`config.mk`:
```
export PLATFORM = sky130hd
export DESIGN_NAME = counting_semaphore_with_wait_queue
export DESIGN_NICKNAME = d
export VERILOG_FILES = /design/src/design/csem_pkg.sv /design/src/design/csem_core.sv /design/src/design/counting_semaphore_with_wait_queue.sv
export SDC_FILE = /design/constraint.sdc
export NUM_CORES = 1
export LEC_CHECK = 0
export ABC_AREA = 1
export BUFFER_PORTS_ARGS = -buffer_cell sky130_fd_sc_hd__buf_2
export CELL_PAD_IN_SITES_DETAIL_PLACEMENT = 1
export CELL_PAD_IN_SITES_GLOBAL_PLACEMENT = 2
export CORE_MARGIN = 4
export CORE_UTILIZATION = 33
export CTS_BUF_LIST = sky130_fd_sc_hd__clkbuf_16
export CTS_CLUSTER_SIZE = 25
export DETAILED_ROUTE_END_ITERATION = 16
export MAX_ROUTING_LAYER = met4
export PLACE_DENSITY = 0.82
export SYNTH_ARGS = -nofsm -noshare
export SYNTH_HDL_FRONTEND = slang
export SYNTH_SLANG_ARGS = --single-unit
export TNS_END_PERCENT = 10
```
`constraint.sdc`:
```
create_clock -name clk -period 2.76 [get_ports clk]
set_clock_uncertainty 0.15 [all_clocks]
set_input_delay 0.138 -clock clk [delete_from_list [all_inputs] [get_ports clk]]
set_output_delay 0.138 -clock clk [all_outputs]
set_load 0.01 [all_outputs]
```
`src/design/csem_pkg.sv`:
```
// Package for the counting semaphore: sizes, operation codes and the
// structs passed between the top level and the semaphore core. No dependencies.
package csem_pkg;

	// Queue and task id sizing
	localparam int QUEUE_DEPTH  = 16;
	localparam int TASK_ID_BITS = 8;
	localparam int PTR_W        = (QUEUE_DEPTH > 1) ? $clog2(QUEUE_DEPTH) : 1;
	localparam int TOTAL_W      = $clog2(QUEUE_DEPTH + 1);
	localparam int SUM_W        = TOTAL_W + 1;

	// Port widths fixed by the interface
	localparam int MODE_W      = 2;
	localparam int ID_PORT_W   = 8;
	localparam int COUNT_W     = 16;
	localparam int INIT_W      = 15;
	localparam int WAIT_PORT_W = 5;
	localparam int ADDR_W      = 3;
	localparam int DATA_W      = 32;

	localparam logic signed [COUNT_W-1:0] COUNT_MAX = 16'sh7FFF;
	localparam logic signed [COUNT_W-1:0] COUNT_MIN = 16'sh8000;

	// Register index within the configuration space
	localparam logic REG_INITIAL_COUNT = 1'b0;

	typedef enum logic [MODE_W-1:0] {
		MODE_WAIT    = 2'd0,
		MODE_TRYWAIT = 2'd1,
		MODE_POST    = 2'd2
	} mode_t;

	// Accepted request held in the input stage
	typedef struct packed {
		logic                    valid;
		mode_t                   mode;
		logic [TASK_ID_BITS-1:0] caller;
	} csem_op_t;

	// Configuration load toward the core
	typedef struct packed {
		logic              load;
		logic [INIT_W-1:0] value;
	} csem_load_t;

	// Result of one request
	typedef struct packed {
		logic                       granted;
		logic                       caller_blocks;
		logic                       woken_valid;
		logic [TASK_ID_BITS-1:0]    woken_task;
		logic                       queue_full_error;
		logic signed [COUNT_W-1:0]  count_after;
		logic [TOTAL_W-1:0]         waiters_after;
	} csem_result_t;

endpackage

```
`src/design/csem_core.sv`:
```
// Semaphore core: count, wait ring, head pointer and waiter total, and the
// combinational update for one request. Depends on csem_pkg.
module csem_core import csem_pkg::*; (
	input  logic         clk,
	input  logic         arst_n,
	input  csem_load_t   cfg,
	input  csem_op_t     op,
	output csem_result_t res
);

	logic signed [COUNT_W-1:0] count_q, count_d, count_dec;
	logic [PTR_W-1:0]          head_q, head_d, tail;
	logic [TOTAL_W-1:0]        total_q, total_d;
	logic [SUM_W-1:0]          tail_sum;
	logic [TASK_ID_BITS-1:0]   ring_q [QUEUE_DEPTH];
	logic                      ring_we;

	// Saturating decrement and tail slot of the ring
	assign count_dec = (count_q == COUNT_MIN) ? count_q : count_q - 16'sd1;
	assign tail_sum  = SUM_W'(head_q) + SUM_W'(total_q);
	assign tail      = (tail_sum >= SUM_W'(QUEUE_DEPTH))
		? PTR_W'(tail_sum - SUM_W'(QUEUE_DEPTH)) : PTR_W'(tail_sum);

	// Decide the outcome of the request in the input stage
	always_comb begin
		res     = '0;
		count_d = count_q;
		head_d  = head_q;
		total_d = total_q;
		ring_we = 1'b0;
		if (op.valid) begin
			case (op.mode)
				MODE_WAIT: begin
					if (count_dec[COUNT_W-1]) begin
						if (total_q >= TOTAL_W'(QUEUE_DEPTH)) begin
							res.queue_full_error = 1'b1;
						end else begin
							ring_we           = 1'b1;
							total_d           = total_q + 1'b1;
							count_d           = count_dec;
							res.caller_blocks = 1'b1;
						end
					end else begin
						count_d     = count_dec;
						res.granted = 1'b1;
					end
				end
				MODE_TRYWAIT: begin
					if (count_q > 16'sd0) begin
						count_d     = count_q - 16'sd1;
						res.granted = 1'b1;
					end
				end
				MODE_POST: begin
					res.granted = 1'b1;
					if (count_q != COUNT_MAX) begin
						count_d = count_q + 16'sd1;
					end
					// Release the oldest waiter
					if (total_q != '0) begin
						res.woken_valid = 1'b1;
						res.woken_task  = ring_q[head_q];
						head_d = (head_q == PTR_W'(QUEUE_DEPTH - 1)) ? '0 : head_q + 1'b1;
						total_d = total_q - 1'b1;
					end
				end
				default: begin
				end
			endcase
		end
		res.count_after   = count_d;
		res.waiters_after = total_d;
	end

	// Advance the semaphore state; a configuration load restarts it
	always_ff @(posedge clk or negedge arst_n) begin
		if (!arst_n) begin
			count_q <= '0;
			head_q  <= '0;
			total_q <= '0;
		end else if (cfg.load) begin
			count_q <= COUNT_W'(cfg.value);
			head_q  <= '0;
			total_q <= '0;
		end else begin
			count_q <= count_d;
			head_q  <= head_d;
			total_q <= total_d;
		end
	end

	// Append the blocked caller at the tail
	always_ff @(posedge clk) begin
		if (ring_we && !cfg.load) begin
			ring_q[tail] <= op.caller;
		end
	end

endmodule

```
`src/design/counting_semaphore_with_wait_queue.sv`:
```
// Counting semaphore with a FIFO wait queue of task ids.
// Flow: start and the request are registered in the input stage; the result and done in the output stage.
// Throughput: one request per cycle; busy stays low.
// Reset: count 0, queue empty, initial_count register 0; no clearing pass.
// Writing initial_count reloads the count and empties the queue.
// Depends on csem_pkg and csem_core.
module counting_semaphore_with_wait_queue import csem_pkg::*; (
	input  logic                      clk,
	input  logic                      arst_n,
	// APB configuration port
	input  logic                      psel,
	input  logic                      penable,
	input  logic                      pwrite,
	input  logic [ADDR_W-1:0]         paddr,
	input  logic [DATA_W-1:0]         pwdata,
	output logic [DATA_W-1:0]         prdata,
	output logic                      pready,
	// Request side
	input  logic                      start,
	output logic                      busy,
	input  logic [MODE_W-1:0]         mode,
	input  logic [ID_PORT_W-1:0]      caller_id,
	// Result side
	output logic                      done,
	output logic                      granted,
	output logic                      caller_blocks,
	output logic                      woken_valid,
	output logic [ID_PORT_W-1:0]      woken_task,
	output logic                      queue_full_error,
	output logic signed [COUNT_W-1:0] count_after,
	output logic [WAIT_PORT_W-1:0]    waiters_after
);

	logic              reg_index;
	logic              cfg_write;
	logic [INIT_W-1:0] init_q;
	csem_load_t        cfg;
	csem_op_t          op_s1;
	csem_result_t      res_comb, res_s2;
	logic              done_s2;

	// Decode the APB write
	assign pready    = 1'b1;
	assign reg_index = paddr[ADDR_W-1];
	assign cfg_write = psel && penable && pwrite && pready && (reg_index == REG_INITIAL_COUNT);
	assign cfg       = '{load: cfg_write, value: pwdata[INIT_W-1:0]};
	assign prdata    = (reg_index == REG_INITIAL_COUNT) ? DATA_W'(init_q) : '0;

	// Hold the initial count register
	always_ff @(posedge clk or negedge arst_n) begin
		if (!arst_n) begin
			init_q <= '0;
		end else if (cfg_write) begin
			init_q <= pwdata[INIT_W-1:0];
		end
	end

	// Capture the request
	assign busy = 1'b0;
	always_ff @(posedge clk or negedge arst_n) begin
		if (!arst_n) begin
			op_s1 <= '0;
		end else begin
			op_s1.valid  <= start && !busy;
			op_s1.mode   <= mode_t'(mode);
			op_s1.caller <= caller_id[TASK_ID_BITS-1:0];
		end
	end

	csem_core u_core (
		.clk    (clk),
		.arst_n (arst_n),
		.cfg    (cfg),
		.op     (op_s1),
		.res    (res_comb)
	);

	// Register the result and its strobe
	always_ff @(posedge clk or negedge arst_n) begin
		if (!arst_n) begin
			done_s2 <= 1'b0;
		end else begin
			done_s2 <= op_s1.valid;
		end
	end
	always_ff @(posedge clk) begin
		res_s2 <= res_comb;
	end

	assign done             = done_s2;
	assign granted          = res_s2.granted;
	assign caller_blocks    = res_s2.caller_blocks;
	assign woken_valid      = res_s2.woken_valid;
	assign woken_task       = ID_PORT_W'(res_s2.woken_task);
	assign queue_full_error = res_s2.queue_full_error;
	assign count_after      = res_s2.count_after;
	assign waiters_after    = WAIT_PORT_W'(res_s2.waiters_after);

endmodule

```
==> out/summary.txt <==
Setup crit end kind = flip-flop
Register area = 5810 µm²
Multi-input gate area = 3750 µm²
Detail Route Antenna Nets = 0
Number of synthesized flops with an enable pin = 128
Largest net degree at the start of global routing = 78
Row count = 64
Sequential Power Share = 39.6%
Die ar. = 34100 µm²
Asr flop ratio synth = 24.4%
Drt total wl = 31.8 mm
Area delta synth->final = 19.8%
Layout cells sized above 1 = 20.7%
Initial Util = 33.6%
CTS Buffer Depth = 3
Register area share after synthesis = 56.3%
Worst setup path category = flip-flop to flip-flop
Final worst path period share = 93.8%
Worst R2R Setup Slack = 0.17 ns
Post-CTS Repair Setup Buffers = 0
Clock Latency Late Sink = 0.52 ns
Outcome = completed
WP data arrival = 2.67 ns
Clock transition at path regs = 0.06 ns
Final slew viol count = 0
Fin crit period = 2.59 ns
Commonest cells post-synth = 232 x nand2_1, 128 x edfxtp_1, 112 x nor2_1
Max-slew headroom = 46.9%
Distinct cell type count after synthesis = 57
First-pass GRT wire length = 49.4 mm
Primary FF master, synth = edfxtp_1
Ys Warns = 0
Pleak = 0.00536 µW
Routed WL per cell = 19.2 µm
Dominant cell type by area after synthesis = edfxtp_1
Maxcap violations = 0
Final HPWL from detailed placement = 22.6 mm
Fin Hold WS = 0.0202 ns
CTS buffer count = 23
Post-synth top area share = 37.3%
Gpl congestion = 0.888
Fin nets = 1310
Gate Count Post-Synth = 1096
Vias = 8216
Port bufs = 80
Slowest CP cell = dfrtp_1
Combinational power share = 32.2%
RSZ-0062 raised after global routing = false
Diodes inserted = 0
Grt total ovfl = 0
CP max stage delay = 0.42 ns
# clock sinks = 213
PostCTS Resize Cnt = 0
Top-count cell post-synth = nand2_1
Setup TNS = 0 ns
Post-CTS Hold Fix Bufs = 27
Clk root buf = clkbuf_16
Die Y = 185 µm
Worst Path Max Fanout = 7
# fillers = 3565
Peak supply drop = 0.342 mV
Overall routing resource usage = 19.2%
Top post-synthesis cells by area = edfxtp_1 37%, dfrtp_1 13%, nand2_1 8.4%
Die span in x = 185 µm
Mapped cell area = 10300 µm²
Drt drc = 0
Internal = 6240 µW
CTS tree = done
Critical-path cell list = inv_2 > nand3_2 > nor2_2 > nand2_1 > nand2_2 > nand2_4 > nand2_8 > nand2_4 > nor3_4 > nand3_2 > nor2_1 > buf_4
Iter 0 DRT Violations = 454
Initial antenna violation count = 1
Via density = 4.95
Nature of the critical path startpoint = flip-flop
Achievable Freq = 386 MHz
Critical path required time = 2.84 ns
First drt pass iteration count = 5
H-Tree Depth = 1
Hold WC Path Type = input port to asynchronous set/reset pin
P_sw = 3550 µW
PwrDens = 792 nW/µm²
#FFs+latches synth = 213
I/O pins = 119
Final Hold Vio Count = 0
Actual slew at the worst max-slew pin = 0.796 ns
Number of global-route vias before repair = 8569
Part of the power in the clock network = 28.3%
Core Footprint = 30700 µm²
Sw frac = 36.2%
Avg Cell Area, Syn = 9.41 µm²
Setup-failing EPs final = 0
placed cells by master (no fill, tap or decap), drive strengths merged, types with 2 or more instances in the layout:
| cell type | n |
|---|---|
| nand2 | 252 |
| buf | 152 |
| edfxtp | 128 |
| nor2 | 124 |
| inv | 114 |
| o21ai | 93 |
| nand3 | 83 |
| dfrtp | 52 |
| a21oi | 48 |
| dfxtp | 33 |
| dlygate4sd3 | 27 |
| clkbuf | 23 |
| xor2 | 22 |
| conb | 19 |
| nand4 | 18 |
| o221ai | 14 |
| nor3 | 13 |
| clkinv | 11 |
| ha | 9 |
| a31oi | 4 |
| and2 | 3 |
| o22ai | 2 |
| a21boi | 2 |
| o211ai | 2 |
| xnor2 | 2 |
| nand3b | 2 |
| a22oi | 2 |
area by class of cell:
cell class / instances / share of cell area [%]
Inverter: 108 / 3.34
Clock buffer: 23 / 4.66
Timing Repair Buffer: 179 / 9.91
Clock inverter: 17 / 0.719
Tap cell: 396 / 4.01
Sequential cell: 213 / 47.0
Multi-Input combinational cell: 724 / 30.3
metal layers:
metal  up-vias  GRT usage, %  wire length [µm]
li1       3936             -                 -
met1      4053          27.0             15000
met5         -             -                 0
met2       184          30.1             14800
met4         0          4.14               558
met3        43          2.29              1410
power by group through the flow:
stage	combinational, µW	clock [µW]	sequential (µW)
3_5_place_dp	3110	0	3930
2_1_floorplan	2020	0	3920
5_1_grt	3520	2960	3900
6_report	3150	2770	3870
3_3_place_gp	3020	0	3920
4_1_cts	3170	2830	3870
state kept, by name (all words and copies together) (netlist names):
register,count
u_core.ring_q,128
count_after,16
u_core.count_q,16
init_q,15
op_s1,11
woken_task,8
u_core.total_q,5
waiters_after,5
u_core.head_q,4
caller_blocks,1
done,1
granted,1
queue_full_error,1
woken_valid,1
through the flow:
stage                     area [µm²]  power [µW]  setup slack (ns)  std cells  util, %
after detailed placement       11400        7050             0.169       1593     37.2
after global placement         11400        6940             0.227       1593     37.2
after global routing           12300       10400           0.00276       1660     40.3
final                          12300        9790             0.171       1660     40.3
after CTS                      12300        9870             0.161       1660     40.3
after floorplan                10400        5940             0.160       1113        -
critical path, delay by kind of cell (launching register included):
kind	cells	cell delay (ns)
flip-flops	1	0.42
buffers and inverters	2	0.32
AND/OR/NAND/NOR	10	1.40
cell families (layout without fill, tap and decap cells):
group,count (synthesis),in the layout,synth area share [%]
AND/OR/NAND/NOR,498,498,22.7
flip-flops,213,213,56.3
buffers and inverters,176,327,7.97
AO/OA/AOI/OAI,172,172,9.53
XOR/XNOR,24,24,2.04
adder cells (fa/ha/maj),10,10,1.29
other,2,19,0.0728
multiplexers,1,1,0.0971
final timing paths:
check                                   from              endpoint  cells past startpoint
setup / recovery           u_core.count_q[1]  u_core.ring_q[13][2]                     12
hold / removal                        arst_n              op_s1[4]                      2
setup reg to reg           u_core.count_q[1]  u_core.ring_q[13][2]                     12
hold reg to reg                    init_q[3]             init_q[3]                      2
max in group asynchronous             arst_n     u_core.total_q[0]                      3
min in group clk                caller_id[6]              op_s1[6]                      2
Note: power is estimated with default switching activity, not from simulation.
